<file path="config.mk">
export PLATFORM = sky130hd
export DESIGN_NAME = rolling_hash_string_matcher_unit
export DESIGN_NICKNAME = d
export VERILOG_FILES = /design/src/rtl/core/rhsm_pkg.sv /design/src/rtl/core/rolling_hash_string_matcher_unit.sv /design/src/rtl/core/rhsm_ram.sv /design/src/rtl/core/rhsm_mod101.sv
export VERILOG_INCLUDE_DIRS = /design/src /design/src/rtl/core
export SDC_FILE = /design/constraint.sdc
export NUM_CORES = 2
export LEC_CHECK = 0
export ABC_CLOCK_PERIOD_IN_PS = 10600
export BUFFER_PORTS_ARGS = -buffer_cell sky130_fd_sc_hd__clkbuf_2
export CAP_MARGIN = 10
export CORE_ASPECT_RATIO = 0.7
export CORE_MARGIN = 4
export CORE_UTILIZATION = 55
export DETAILED_ROUTE_END_ITERATION = 7
export MAX_ROUTING_LAYER = met4
export PLACE_DENSITY = 0.71
export SLEW_MARGIN = 20
export SYNTH_ARGS = -nofsm -noshare
export SYNTH_HDL_FRONTEND = slang
export SYNTH_HIERARCHICAL = 1
export SYNTH_SLANG_ARGS = --single-unit
export TNS_END_PERCENT = 100
</file>
<file path="constraint.sdc">
create_clock -name clk -period 10.6 [get_ports clk]
set_input_delay 3.18 -clock clk [delete_from_list [all_inputs] [get_ports clk]]
set_output_delay 3.18 -clock clk [all_outputs]
set_load 0.005 [all_outputs]
</file>
<file path="src/rtl/core/rolling_hash_string_matcher_unit_assert.svh">
// Assertion macros shared by the rolling hash matcher RTL.
// Included by modules that carry concurrent checks; expects clk and rst_n in scope.
`ifndef ROLLING_HASH_STRING_MATCHER_UNIT_ASSERT_SVH
`define ROLLING_HASH_STRING_MATCHER_UNIT_ASSERT_SVH

// Same-cycle implication, disabled during reset.
`define RHSM_ASSERT_IMPL(label, ante, cons, msg) \
    label: assert property (@(posedge clk) disable iff (!rst_n) (ante) |-> (cons)) \
        else $error(msg);

// Next-cycle implication, disabled during reset.
`define RHSM_ASSERT_NEXT(label, ante, cons, msg) \
    label: assert property (@(posedge clk) disable iff (!rst_n) (ante) |=> (cons)) \
        else $error(msg);

`endif

</file>
<file path="src/rtl/core/rhsm_pkg.sv">
// Package for the rolling hash string matcher: opcodes, status codes, mod-101 constants.
// No dependencies; imported by rhsm_mod101, the top level and the testbench.
package rhsm_pkg;

    localparam int MAX_PATTERN_DEF   = 64;
    localparam int POSITION_BITS_DEF = 16;

    localparam int                     TEXT_COUNT_W   = 17;
    localparam logic [TEXT_COUNT_W-1:0] TEXT_COUNT_MAX = 17'h1FFFF;

    localparam int            HASH_W    = 7;
    localparam logic [6:0]    MODULUS   = 7'd101;
    localparam logic [6:0]    LEAD_ONE  = 7'd1;
    // 256 mod 101
    localparam logic [5:0]    RADIX_MOD = 6'd54;

    // Reducer operand is below 2^15 (largest is 255 * 100).
    // q = (x * RECIP) >> RECIP_SHIFT is exact for that range.
    localparam int             RED_W       = 15;
    localparam int             RECIP_W     = 16;
    localparam logic [15:0]    RECIP       = 16'd41528;
    localparam int             RECIP_SHIFT = 22;
    localparam int             QUOT_W      = 9;

    typedef enum logic [1:0] {
        OP_CLEAR   = 2'd0,
        OP_PATTERN = 2'd1,
        OP_TEXT    = 2'd2,
        OP_RESTART = 2'd3
    } opcode_t;

    typedef enum logic [1:0] {
        ST_NO_MATCH   = 2'd0,
        ST_FOUND      = 2'd1,
        ST_FALSE_HIT  = 2'd2,
        ST_SHORT_TEXT = 2'd3
    } status_t;

endpackage

</file>
<file path="src/rtl/core/rolling_hash_string_matcher_unit.sv">
// Top level of the Rabin-Karp (radix 256, mod 101) string matcher.
// Depends on rhsm_pkg, rhsm_ram, rhsm_mod101 and the assertion macro header.
//
// Usage:
//   Item channel (item_valid / item_stall): opcode, char_byte, end_of_text.
//   A transaction moves when item_valid is high and item_stall is low.
//   Load the pattern with pattern-byte opcodes, then stream text bytes.
//   Result channel (result_valid / result_stall): status, position, window_hash.
//   At most one result per text byte; pattern, clear and restart give none.
// Work per transaction is set by the shared mod-101 reducer (one pass while
//   filling, two per rolling update), the ring read ahead of it, and the
//   byte-serial compare walk through both RAMs. Clear, restart and a dropped
//   pattern byte need no reducer pass; a pattern byte needs a hash pass and,
//   after the first byte, a power pass. A text byte with an empty pattern needs
//   none; a hash hit adds a read step and a check step per compared byte.
//   The result register is loaded in the emit step and drives the outputs
//   from the cycle after.
// Reset: control state and hashes clear at once; both RAMs are left as they are
//   and only entries written since are ever read. No clearing pass.
// Stall: a result waits in the output register; the next transaction is still
//   taken, and the block only holds in its emit step if a second result is due.
`include "rolling_hash_string_matcher_unit_assert.svh"

module rolling_hash_string_matcher_unit #(
    parameter int MAX_PATTERN   = rhsm_pkg::MAX_PATTERN_DEF,
    parameter int POSITION_BITS = rhsm_pkg::POSITION_BITS_DEF
) (
    input  logic                        clk,
    input  logic                        rst_n,
    input  logic                        item_valid,
    output logic                        item_stall,
    input  logic [1:0]                  opcode,
    input  logic [7:0]                  char_byte,
    input  logic                        end_of_text,
    output logic                        result_valid,
    input  logic                        result_stall,
    output logic [1:0]                  status,
    output logic [POSITION_BITS-1:0]    position,
    output logic [rhsm_pkg::HASH_W-1:0] window_hash
);
    import rhsm_pkg::*;

    localparam int               AW      = (MAX_PATTERN > 1) ? $clog2(MAX_PATTERN) : 1;
    localparam int               LEN_W   = $clog2(MAX_PATTERN + 1);
    localparam logic [LEN_W-1:0] LEN_MAX = LEN_W'(MAX_PATTERN);

    typedef enum logic [5:0] {
        S_IDLE    = 6'b000001,
        S_LOAD    = 6'b000010,
        S_WAIT    = 6'b000100,
        S_CMP_RD  = 6'b001000,
        S_CMP_CHK = 6'b010000,
        S_EMIT    = 6'b100000
    } state_t;

    // what the pending reducer pass computes
    typedef enum logic [1:0] {
        PH_PAT_HASH = 2'd0,
        PH_PAT_POW  = 2'd1,
        PH_TEXT_SUB = 2'd2,
        PH_TEXT_ADD = 2'd3
    } phase_t;

    state_t                   state_reg, state_next;
    phase_t                   phase_reg, phase_next;
    logic [LEN_W-1:0]         pat_len_reg, pat_len_next;
    logic [HASH_W-1:0]        pat_hash_reg, pat_hash_next;
    logic [HASH_W-1:0]        lead_pow_reg, lead_pow_next;
    logic [HASH_W-1:0]        roll_hash_reg, roll_hash_next;
    logic [TEXT_COUNT_W-1:0]  text_count_reg, text_count_next;
    logic [AW-1:0]            ring_head_reg, ring_head_next;
    logic [7:0]               char_reg, char_next;
    logic                     last_reg, last_next;
    logic                     pow_pending_reg, pow_pending_next;
    logic [AW-1:0]            cmp_j_reg, cmp_j_next;
    logic [AW-1:0]            cmp_k_reg, cmp_k_next;
    status_t                  res_status_reg, res_status_next;
    logic [POSITION_BITS-1:0] res_pos_reg, res_pos_next;
    logic [HASH_W-1:0]        res_hash_reg, res_hash_next;
    logic                     out_valid_reg, out_valid_next;
    status_t                  out_status_reg;
    logic [POSITION_BITS-1:0] out_pos_reg;
    logic [HASH_W-1:0]        out_hash_reg;

    logic                     accept;
    logic                     out_load;
    opcode_t                  op;
    logic                     pat_empty;
    logic [TEXT_COUNT_W-1:0]  pat_len_wide;
    logic                     window_full;
    logic [TEXT_COUNT_W-1:0]  text_count_inc;
    logic [AW-1:0]            head_adv;
    logic [AW-1:0]            k_adv;
    logic                     last_cmp;
    logic [TEXT_COUNT_W-1:0]  pos_diff;
    logic [POSITION_BITS+TEXT_COUNT_W-1:0] pos_diff_ext;
    logic [POSITION_BITS+TEXT_COUNT_W-1:0] pos_count_ext;
    logic [7:0]               sub_sum;
    logic [HASH_W-1:0]        sub_mod;

    // memories
    logic                     pat_we;
    logic                     ring_we;
    logic [AW-1:0]            ring_waddr;
    logic [AW-1:0]            ring_raddr;
    logic [7:0]               pat_rdata;
    logic [7:0]               ring_rdata;

    // reducer
    logic                     red_start;
    logic [RED_W-1:0]         red_operand;
    logic                     red_done;
    logic [HASH_W-1:0]        red_residue;

    rhsm_ram #(
        .WIDTH  (8),
        .DEPTH  (MAX_PATTERN),
        .ADDR_W (AW)
    ) u_pattern_ram (
        .clk   (clk),
        .we    (pat_we),
        .waddr (pat_len_reg[AW-1:0]),
        .wdata (char_byte),
        .raddr (cmp_j_reg),
        .rdata (pat_rdata)
    );

    rhsm_ram #(
        .WIDTH  (8),
        .DEPTH  (MAX_PATTERN),
        .ADDR_W (AW)
    ) u_ring_ram (
        .clk   (clk),
        .we    (ring_we),
        .waddr (ring_waddr),
        .wdata (char_byte),
        .raddr (ring_raddr),
        .rdata (ring_rdata)
    );

    rhsm_mod101 u_mod101 (
        .clk     (clk),
        .rst_n   (rst_n),
        .start   (red_start),
        .operand (red_operand),
        .done    (red_done),
        .residue (red_residue)
    );

    // handshake
    assign item_stall   = (state_reg != S_IDLE);
    assign accept       = item_valid && !item_stall;
    assign result_valid = out_valid_reg;
    assign status       = out_status_reg;
    assign position     = out_pos_reg;
    assign window_hash  = out_hash_reg;

    assign op           = opcode_t'(opcode);
    assign pat_empty    = (pat_len_reg == '0);
    assign pat_len_wide = {{(TEXT_COUNT_W-LEN_W){1'b0}}, pat_len_reg};
    assign window_full  = (text_count_reg >= pat_len_wide);
    assign text_count_inc = (text_count_reg == TEXT_COUNT_MAX) ? text_count_reg
                                                               : text_count_reg + 1'b1;

    // ring index wraps at the pattern length, not at the RAM depth
    assign head_adv = ((LEN_W'(ring_head_reg) + 1'b1) == pat_len_reg) ? '0
                                                                     : ring_head_reg + 1'b1;
    assign k_adv    = ((LEN_W'(cmp_k_reg) + 1'b1) == pat_len_reg) ? '0 : cmp_k_reg + 1'b1;
    assign last_cmp = ((LEN_W'(cmp_j_reg) + 1'b1) == pat_len_reg);

    // window start index, zero-extended or cut to POSITION_BITS
    assign pos_diff      = text_count_reg - pat_len_wide;
    assign pos_diff_ext  = {{POSITION_BITS{1'b0}}, pos_diff};
    assign pos_count_ext = {{POSITION_BITS{1'b0}}, text_count_reg};

    // (h + 101 - old*lead mod 101) mod 101; sum is at most 201
    assign sub_sum = {1'b0, roll_hash_reg} + {1'b0, MODULUS} - {1'b0, red_residue};
    assign sub_mod = (sub_sum >= {1'b0, MODULUS}) ? HASH_W'(sub_sum - {1'b0, MODULUS})
                                                   : sub_sum[HASH_W-1:0];

    assign ring_raddr = (state_reg == S_CMP_RD) ? cmp_k_reg : ring_head_reg;
    assign out_load   = (state_reg == S_EMIT) && (!out_valid_reg || !result_stall);

    always_comb
    begin
        state_next       = state_reg;
        phase_next       = phase_reg;
        pat_len_next     = pat_len_reg;
        pat_hash_next    = pat_hash_reg;
        lead_pow_next    = lead_pow_reg;
        roll_hash_next   = roll_hash_reg;
        text_count_next  = text_count_reg;
        ring_head_next   = ring_head_reg;
        char_next        = char_reg;
        last_next        = last_reg;
        pow_pending_next = pow_pending_reg;
        cmp_j_next       = cmp_j_reg;
        cmp_k_next       = cmp_k_reg;
        res_status_next  = res_status_reg;
        res_pos_next     = res_pos_reg;
        res_hash_next    = res_hash_reg;
        pat_we           = 1'b0;
        ring_we          = 1'b0;
        ring_waddr       = ring_head_reg;
        red_start        = 1'b0;
        red_operand      = '0;

        unique case (state_reg)
            S_IDLE:
            begin
                if (accept)
                begin
                    unique case (op)
                        OP_CLEAR:
                        begin
                            pat_len_next    = '0;
                            pat_hash_next   = '0;
                            lead_pow_next   = LEAD_ONE;
                            text_count_next = '0;
                            roll_hash_next  = '0;
                            ring_head_next  = '0;
                        end
                        OP_RESTART:
                        begin
                            text_count_next = '0;
                            roll_hash_next  = '0;
                            ring_head_next  = '0;
                        end
                        OP_PATTERN:
                        begin
                            text_count_next = '0;
                            roll_hash_next  = '0;
                            ring_head_next  = '0;
                            // bytes past the store size are dropped
                            if (pat_len_reg < LEN_MAX)
                            begin
                                pat_we           = 1'b1;
                                pat_len_next     = pat_len_reg + 1'b1;
                                pow_pending_next = !pat_empty;
                                red_start        = 1'b1;
                                red_operand      = RED_W'(pat_hash_reg) * RED_W'(RADIX_MOD)
                                                 + RED_W'(char_byte);
                                phase_next       = PH_PAT_HASH;
                                state_next       = S_WAIT;
                            end
                        end
                        OP_TEXT:
                        begin
                            char_next       = char_byte;
                            last_next       = end_of_text;
                            text_count_next = text_count_inc;
                            if (pat_empty)
                            begin
                                // empty pattern matches everywhere
                                res_status_next = ST_FOUND;
                                res_pos_next    = pos_count_ext[POSITION_BITS-1:0];
                                res_hash_next   = '0;
                                state_next      = S_EMIT;
                            end
                            else if (window_full)
                            begin
                                // read-first RAM returns the byte leaving the window
                                ring_we        = 1'b1;
                                ring_waddr     = ring_head_reg;
                                ring_head_next = head_adv;
                                state_next     = S_LOAD;
                            end
                            else
                            begin
                                ring_we     = 1'b1;
                                ring_waddr  = text_count_reg[AW-1:0];
                                red_start   = 1'b1;
                                red_operand = RED_W'(roll_hash_reg) * RED_W'(RADIX_MOD)
                                            + RED_W'(char_byte);
                                phase_next  = PH_TEXT_ADD;
                                state_next  = S_WAIT;
                            end
                        end
                        default:
                        begin
                            state_next = S_IDLE;
                        end
                    endcase
                end
            end

            S_LOAD:
            begin
                red_start   = 1'b1;
                red_operand = RED_W'(ring_rdata) * RED_W'(lead_pow_reg);
                phase_next  = PH_TEXT_SUB;
                state_next  = S_WAIT;
            end

            S_WAIT:
            begin
                if (red_done)
                begin
                    case (phase_reg)
                        PH_PAT_HASH:
                        begin
                            pat_hash_next = red_residue;
                            if (pow_pending_reg)
                            begin
                                red_start   = 1'b1;
                                red_operand = RED_W'(lead_pow_reg) * RED_W'(RADIX_MOD);
                                phase_next  = PH_PAT_POW;
                            end
                            else
                            begin
                                state_next = S_IDLE;
                            end
                        end
                        PH_PAT_POW:
                        begin
                            lead_pow_next = red_residue;
                            state_next    = S_IDLE;
                        end
                        PH_TEXT_SUB:
                        begin
                            red_start   = 1'b1;
                            red_operand = RED_W'(sub_mod) * RED_W'(RADIX_MOD)
                                        + RED_W'(char_reg);
                            phase_next  = PH_TEXT_ADD;
                        end
                        default:
                        begin
                            roll_hash_next = red_residue;
                            res_pos_next   = pos_diff_ext[POSITION_BITS-1:0];
                            res_hash_next  = red_residue;
                            if (text_count_reg < pat_len_wide)
                            begin
                                // window still filling: result only if text ends
                                if (last_reg)
                                begin
                                    res_status_next = ST_SHORT_TEXT;
                                    res_pos_next    = '0;
                                    res_hash_next   = '0;
                                    state_next      = S_EMIT;
                                end
                                else
                                begin
                                    state_next = S_IDLE;
                                end
                            end
                            else if (red_residue == pat_hash_reg)
                            begin
                                cmp_j_next = '0;
                                cmp_k_next = ring_head_reg;
                                state_next = S_CMP_RD;
                            end
                            else
                            begin
                                res_status_next = ST_NO_MATCH;
                                state_next      = S_EMIT;
                            end
                        end
                    endcase
                end
            end

            S_CMP_RD:
            begin
                state_next = S_CMP_CHK;
            end

            S_CMP_CHK:
            begin
                if (ring_rdata != pat_rdata)
                begin
                    res_status_next = ST_FALSE_HIT;
                    state_next      = S_EMIT;
                end
                else if (last_cmp)
                begin
                    res_status_next = ST_FOUND;
                    state_next      = S_EMIT;
                end
                else
                begin
                    cmp_j_next = cmp_j_reg + 1'b1;
                    cmp_k_next = k_adv;
                    state_next = S_CMP_RD;
                end
            end

            S_EMIT:
            begin
                if (out_load)
                begin
                    // end of text: next text byte starts at index 0
                    if (last_reg)
                    begin
                        text_count_next = '0;
                        roll_hash_next  = '0;
                        ring_head_next  = '0;
                    end
                    state_next = S_IDLE;
                end
            end

            default:
            begin
                state_next = S_IDLE;
            end
        endcase
    end

    always_comb
    begin
        if (out_load)
        begin
            out_valid_next = 1'b1;
        end
        else if (result_stall)
        begin
            out_valid_next = out_valid_reg;
        end
        else
        begin
            out_valid_next = 1'b0;
        end
    end

    always_ff @(posedge clk or negedge rst_n)
    begin
        if (!rst_n)
        begin
            state_reg       <= S_IDLE;
            phase_reg       <= PH_PAT_HASH;
            pat_len_reg     <= '0;
            pat_hash_reg    <= '0;
            lead_pow_reg    <= LEAD_ONE;
            roll_hash_reg   <= '0;
            text_count_reg  <= '0;
            ring_head_reg   <= '0;
            last_reg        <= 1'b0;
            pow_pending_reg <= 1'b0;
            cmp_j_reg       <= '0;
            cmp_k_reg       <= '0;
            out_valid_reg   <= 1'b0;
        end
        else
        begin
            state_reg       <= state_next;
            phase_reg       <= phase_next;
            pat_len_reg     <= pat_len_next;
            pat_hash_reg    <= pat_hash_next;
            lead_pow_reg    <= lead_pow_next;
            roll_hash_reg   <= roll_hash_next;
            text_count_reg  <= text_count_next;
            ring_head_reg   <= ring_head_next;
            last_reg        <= last_next;
            pow_pending_reg <= pow_pending_next;
            cmp_j_reg       <= cmp_j_next;
            cmp_k_reg       <= cmp_k_next;
            out_valid_reg   <= out_valid_next;
        end
    end

    // payload registers
    always_ff @(posedge clk)
    begin
        char_reg       <= char_next;
        res_status_reg <= res_status_next;
        res_pos_reg    <= res_pos_next;
        res_hash_reg   <= res_hash_next;
        if (out_load)
        begin
            out_status_reg <= res_status_reg;
            out_pos_reg    <= res_pos_reg;
            out_hash_reg   <= res_hash_reg;
        end
    end

    `RHSM_ASSERT_IMPL(a_hash_range, 1'b1,
        (roll_hash_reg < MODULUS) && (pat_hash_reg < MODULUS) && (lead_pow_reg < MODULUS),
        "hash register out of range")
    `RHSM_ASSERT_IMPL(a_head_in_window, !pat_empty,
        (LEN_W'(ring_head_reg) < pat_len_reg), "ring head beyond pattern length")
    `RHSM_ASSERT_IMPL(a_done_in_wait, red_done, (state_reg == S_WAIT),
        "reducer finished outside wait step")
    `RHSM_ASSERT_IMPL(a_cmp_bounds, (state_reg == S_CMP_RD),
        (LEN_W'(cmp_j_reg) < pat_len_reg) && (LEN_W'(cmp_k_reg) < pat_len_reg),
        "compare walk index out of range")
    `RHSM_ASSERT_NEXT(a_emit_holds, (state_reg == S_EMIT) && out_valid_reg && result_stall,
        (state_reg == S_EMIT), "result dropped while output register busy")

endmodule

</file>
<file path="src/rtl/core/rhsm_ram.sv">
// Generic simple dual-port RAM: one write port, one read port, registered read.
// Read-first on a same-address collision. No package dependency.
module rhsm_ram #(
    parameter int WIDTH  = 8,
    parameter int DEPTH  = 64,
    parameter int ADDR_W = (DEPTH > 1) ? $clog2(DEPTH) : 1
) (
    input  logic              clk,
    input  logic              we,
    input  logic [ADDR_W-1:0] waddr,
    input  logic [WIDTH-1:0]  wdata,
    input  logic [ADDR_W-1:0] raddr,
    output logic [WIDTH-1:0]  rdata
);

    logic [WIDTH-1:0] mem [DEPTH];
    logic [WIDTH-1:0] rdata_reg;

    always_ff @(posedge clk)
    begin
        if (we)
        begin
            mem[waddr] <= wdata;
        end
        rdata_reg <= mem[raddr];
    end

    assign rdata = rdata_reg;

endmodule

</file>
<file path="src/rtl/core/rhsm_mod101.sv">
// Mod-101 reducer shared by every hash update: a quotient stage, then a remainder stage.
// Depends on rhsm_pkg and rolling_hash_string_matcher_unit_assert.svh.
`include "rolling_hash_string_matcher_unit_assert.svh"

module rhsm_mod101 (
    input  logic                        clk,
    input  logic                        rst_n,
    input  logic                        start,
    input  logic [rhsm_pkg::RED_W-1:0]  operand,
    output logic                        done,
    output logic [rhsm_pkg::HASH_W-1:0] residue
);
    import rhsm_pkg::*;

    logic [RED_W-1:0]         x_reg;
    logic [QUOT_W-1:0]        q_reg;
    logic                     stage1_reg;
    logic                     stage2_reg;
    logic [RED_W+RECIP_W-1:0] recip_prod;
    logic [RED_W-1:0]         q_times_mod;
    logic [RED_W-1:0]         diff;

    // quotient by reciprocal multiply
    assign recip_prod  = {{RECIP_W{1'b0}}, x_reg} * {{RED_W{1'b0}}, RECIP};
    // remainder from the registered quotient
    assign q_times_mod = RED_W'(q_reg) * RED_W'(MODULUS);
    assign diff        = x_reg - q_times_mod;
    assign residue     = diff[HASH_W-1:0];
    assign done        = stage2_reg;

    always_ff @(posedge clk)
    begin
        if (start)
        begin
            x_reg <= operand;
        end
        q_reg <= recip_prod[RECIP_SHIFT +: QUOT_W];
    end

    always_ff @(posedge clk or negedge rst_n)
    begin
        if (!rst_n)
        begin
            stage1_reg <= 1'b0;
            stage2_reg <= 1'b0;
        end
        else
        begin
            stage1_reg <= start;
            stage2_reg <= stage1_reg;
        end
    end

    `RHSM_ASSERT_IMPL(a_red_range, done, residue < MODULUS, "mod101 residue out of range")
    `RHSM_ASSERT_IMPL(a_red_latency, done, $past(start, 2), "mod101 done without start")
    `RHSM_ASSERT_NEXT(a_red_no_overlap, start, !start, "mod101 restarted while busy")

endmodule

</file>
==> results <==
- The total length of routed wires is ~140 mm.
- At the end of routability-driven placement, the weighted congestion stood at between 0.8 and 0.9.
- The detail-routed via count per cell is just over 6.
- The number of global-route vias before repair is approximately 32000.
- The Yosys step of the flow raised 6 warnings.
- The detailed router finished its first iteration with 3895 violations.
- The post-place setup slack is ~1.6 ns.
- The highest achievable clock rate is 0.109 GHz.
- For this design, the sink count on the clock tree is 1196.
- Dividing the detail-routed wire length by the instance count gives 25.6 um.
- On the worst path, the slowest cell contributes a delay of approximately 0.60 ns.
- Once detail routing completed, the nets flagged for antenna violations numbered 0.
- The flip-flop cell with the highest count after synthesis is sky130_fd_sc_hd__edfxtp_1.
- The aggregate global routing overflow is 0.
- The detailed-router iteration count before antenna repair is 6.
- The post-CTS setup buffer count is 0.
- The number of antenna violations at the first check in global routing was 5.
- Counting instances in the post-synthesis netlist gives the leading cell types as sky130_fd_sc_hd__edfxtp_1 (1097), sky130_fd_sc_hd__ha_1 (306), sky130_fd_sc_hd__inv_1 (305), sky130_fd_sc_hd__nor2_1 (289), sky130_fd_sc_hd__mux4_2 (248).
- In the post-synthesis netlist, the biggest area contributors are sky130_fd_sc_hd__edfxtp_1 (57%), sky130_fd_sc_hd__mux4_2 (9.6%), sky130_fd_sc_hd__ha_1 (6.6%), sky130_fd_sc_hd__fa_1 (3.6%), sky130_fd_sc_hd__dfrtp_1 (3.2%).
- The number of cells on the worst reg-to-reg path is 36.
- The number of nets at the end of the flow is 4341.
- TritonCTS created between 100 and 150 clock buffers.
- The clock-pin slew reported for the worst setup and hold paths after clock tree synthesis is roughly 0.070 ns.
- The slew at the pin closest to its max-slew limit is 1.17 ns.
- In this run the core area contains 99 standard-cell rows.
- The insertion delay of the later-clocked pin in the worst-skew pair is between 0.7 and 0.8 ns.
- Measured against its own limit, the worst slew margin works out to 19.7%.
- In this run the standard cell core region covers around 100000 um2.
- The kind of start point of the critical path is a register.
- The final critical path takes up ~87% of the cycle.
- Input and output buffers added on the ports amount to 41.
- The final hold violation count was 0.
- The die height is about 280 um.
- The classification of the worst setup path is register to register.
- Counting stages on the worst path, the most repeated cell is sky130_fd_sc_hd__ha_1.
- The cell type with the largest total area after synthesis is sky130_fd_sc_hd__edfxtp_1.
- The netlist uses 95 different library cells.
- Entering global routing, the biggest net connects about 110 pins.
- Summing all placed instances gives a cell area of between 50000 and 60000 um2.
- The most instantiated library cell after synthesis is sky130_fd_sc_hd__edfxtp_1.
- The smallest clock period supported by the final layout is computed as slightly above 9 ns.
- The number of buffers inserted by hold repair at cts is 0.
- Counting flops with a built-in enable in the synthesized netlist gives between 1000 and 1500.
- The I/O pin count is 42.
- The area of all placed cells without fillers is around 63000 um2.
- Across every metal layer, demand over resource in global routing totals between 20% and 30%.
- The netlist area before placement is about 58000 um2.
- Gates resized during post-CTS repair numbered 0.
- Setup repair after global routing left no endpoint under its margin.
- For this configuration, the core starts out at a cell density of between 50% and 60%.
- The number of violations of the max-capacitance limit is 0.
- The count of endpoints failing setup in the final report is 0.
- The number of cells produced by synthesis is around 3900.
- Summing over every cut layer, the via total after detailed routing is about 34000.
- The worst hold path was traced through 0 stages.
- The path type of the worst min-delay path is register to register.
- The fill cell total of the finished layout is between 7000 and 8000.
- The count of pins over their slew limit was 0.
- The maximum clock path buffer count is 3.
- In this run the horizontal extent of the chip is roughly 400 um.
- The number of nets handed over by synthesis was between 4000 and 5000.
- Counting flops and latches in the post-synthesis netlist gives ~1200.
- The clock tree from TritonCTS is built.
- In the routed design, unresolved DRC markers number 0.
- In the post-route analysis, the smallest setup slack over all paths is approximately 1.4 ns.
- The proportion of register bits with asynchronous set or reset after synthesis is roughly 6.4%.
- CTS built an H-tree with a depth of 3.
- CTS placed an instance of sky130_fd_sc_hd__clkbuf_16 at the clock tree root.
- In this run the worst path has a maximum fanout of 8.
- The highest-delay cell along the critical path is sky130_fd_sc_hd__edfxtp_1.
- The synthesized design devotes to its leading area cell type between 50 and 60% of total area.
- The worst setup path is captured at a register.
- A synthesized cell averages 14.9 um2.
- The run finished with clean final reports.
- Data on the critical path arrives at its endpoint at around 9.7 ns.
- STA puts the critical path data required time at 11.06 ns.
- The fraction of the yosys area taken by sequential cells is between 60% and 70%.
- For this run, the share of the core covered by cells in the final layout is approximately three fifths.
- For the final routed database, the setup TNS stands at 0 ns.
- The final HPWL from detailed placement is between 90 and 100 mm.
- The die covers approximately 110000 um2.
- The largest clock skew in the final design is 0.0300 ns.
- The signed area change from the synthesized netlist to the final layout is 8.49%.
- The global-route wire length before repair is approximately 210 mm.
- The share of final-layout standard cells stronger than drive strength 1 is around 14%.
stage by stage:
stage / std cells / hold slack (ns)
6_report: 5423 / 0.359
2_1_floorplan: 3897 / 0.331
5_1_grt: 5423 / 0.365
4_1_cts: 5421 / 0.362
3_5_place_dp: 5222 / 0.348
3_3_place_gp: 5222 / 0.334
critical path: cells and delay by family (launching register included):
kind                       cells  cell delay, ns
and+or+nand+nor                4            0.89
buffers and inverters          4            0.40
AOI/OAI and AO/OA             12            1.89
xor gates and xnor gates       6            1.49
adders and majority gates     10            3.66
DFF                            1            0.60
kinds of logic after synthesis:
| family | share of synthesized area [%] |
|---|---|
| flip-flops | 60.6 |
| AND/OR/NAND/NOR | 7.07 |
| AO/OA/AOI/OAI | 5.67 |
| buffers and inverters | 3.51 |
| adder cells (fa/ha/maj) | 10.1 |
| multiplexers | 10.5 |
| XOR/XNOR | 2.50 |
placed cells by master, fill, tap and decap left out, types with 47 or more instances in the layout:
cell                           n
sky130_fd_sc_hd__edfxtp_1   1097
sky130_fd_sc_hd__ha_1        306
sky130_fd_sc_hd__inv_1       305
sky130_fd_sc_hd__nor2_1      288
sky130_fd_sc_hd__mux4_2      248
sky130_fd_sc_hd__nand2_1     207
sky130_fd_sc_hd__o21ai_0     121
sky130_fd_sc_hd__xnor2_1     119
sky130_fd_sc_hd__clkbuf_16   107
sky130_fd_sc_hd__fa_1        104
sky130_fd_sc_hd__nand3_1      80
sky130_fd_sc_hd__a21oi_1      76
sky130_fd_sc_hd__dfrtp_1      71
sky130_fd_sc_hd__o22ai_1      51
sky130_fd_sc_hd__xor2_1       47
layout make-up:
type                            count  area (um2)  area share, %
Clock buffer                      132        2840           4.50
Sequential cell                  1196       35300           55.9
Clock inverter                     67         673           1.07
Antenna cell                        2        5.00        0.00792
Multi-Input combinational cell   2228       20900           33.1
Inverter                          312        1170           1.85
Timing Repair Buffer               72         485          0.768
Tap cell                         1414        1770           2.80
layer usage:
metal  vias up  global-route usage, %  part of all wire (%)
met5         -                      -                     0
met4         0                   4.70                   1.5
met3       161                   5.41                    11
met2      1719                   34.5                    41
met1     17172                   41.9                    46
li1      14777                      -                     -
final timing paths:
path / end / startpoint / slack, ns
max: u_mod101/x_reg[11] / u_mod101/x_reg[2] / 1.39
max in group asynchronous: cmp_j_reg[1] / rst_n / 7.08
max reg2reg: u_mod101/x_reg[11] / u_mod101/x_reg[2] / 1.39
min reg2reg: u_mod101/done / u_mod101/stage1_reg / 0.36
min: u_mod101/done / u_mod101/stage1_reg / 0.36
min in group asynchronous: result_valid / rst_n / 2.37
Power is not shown: default switching activity piles up to over one toggle a cycle in this logic, so the estimate is an artifact.
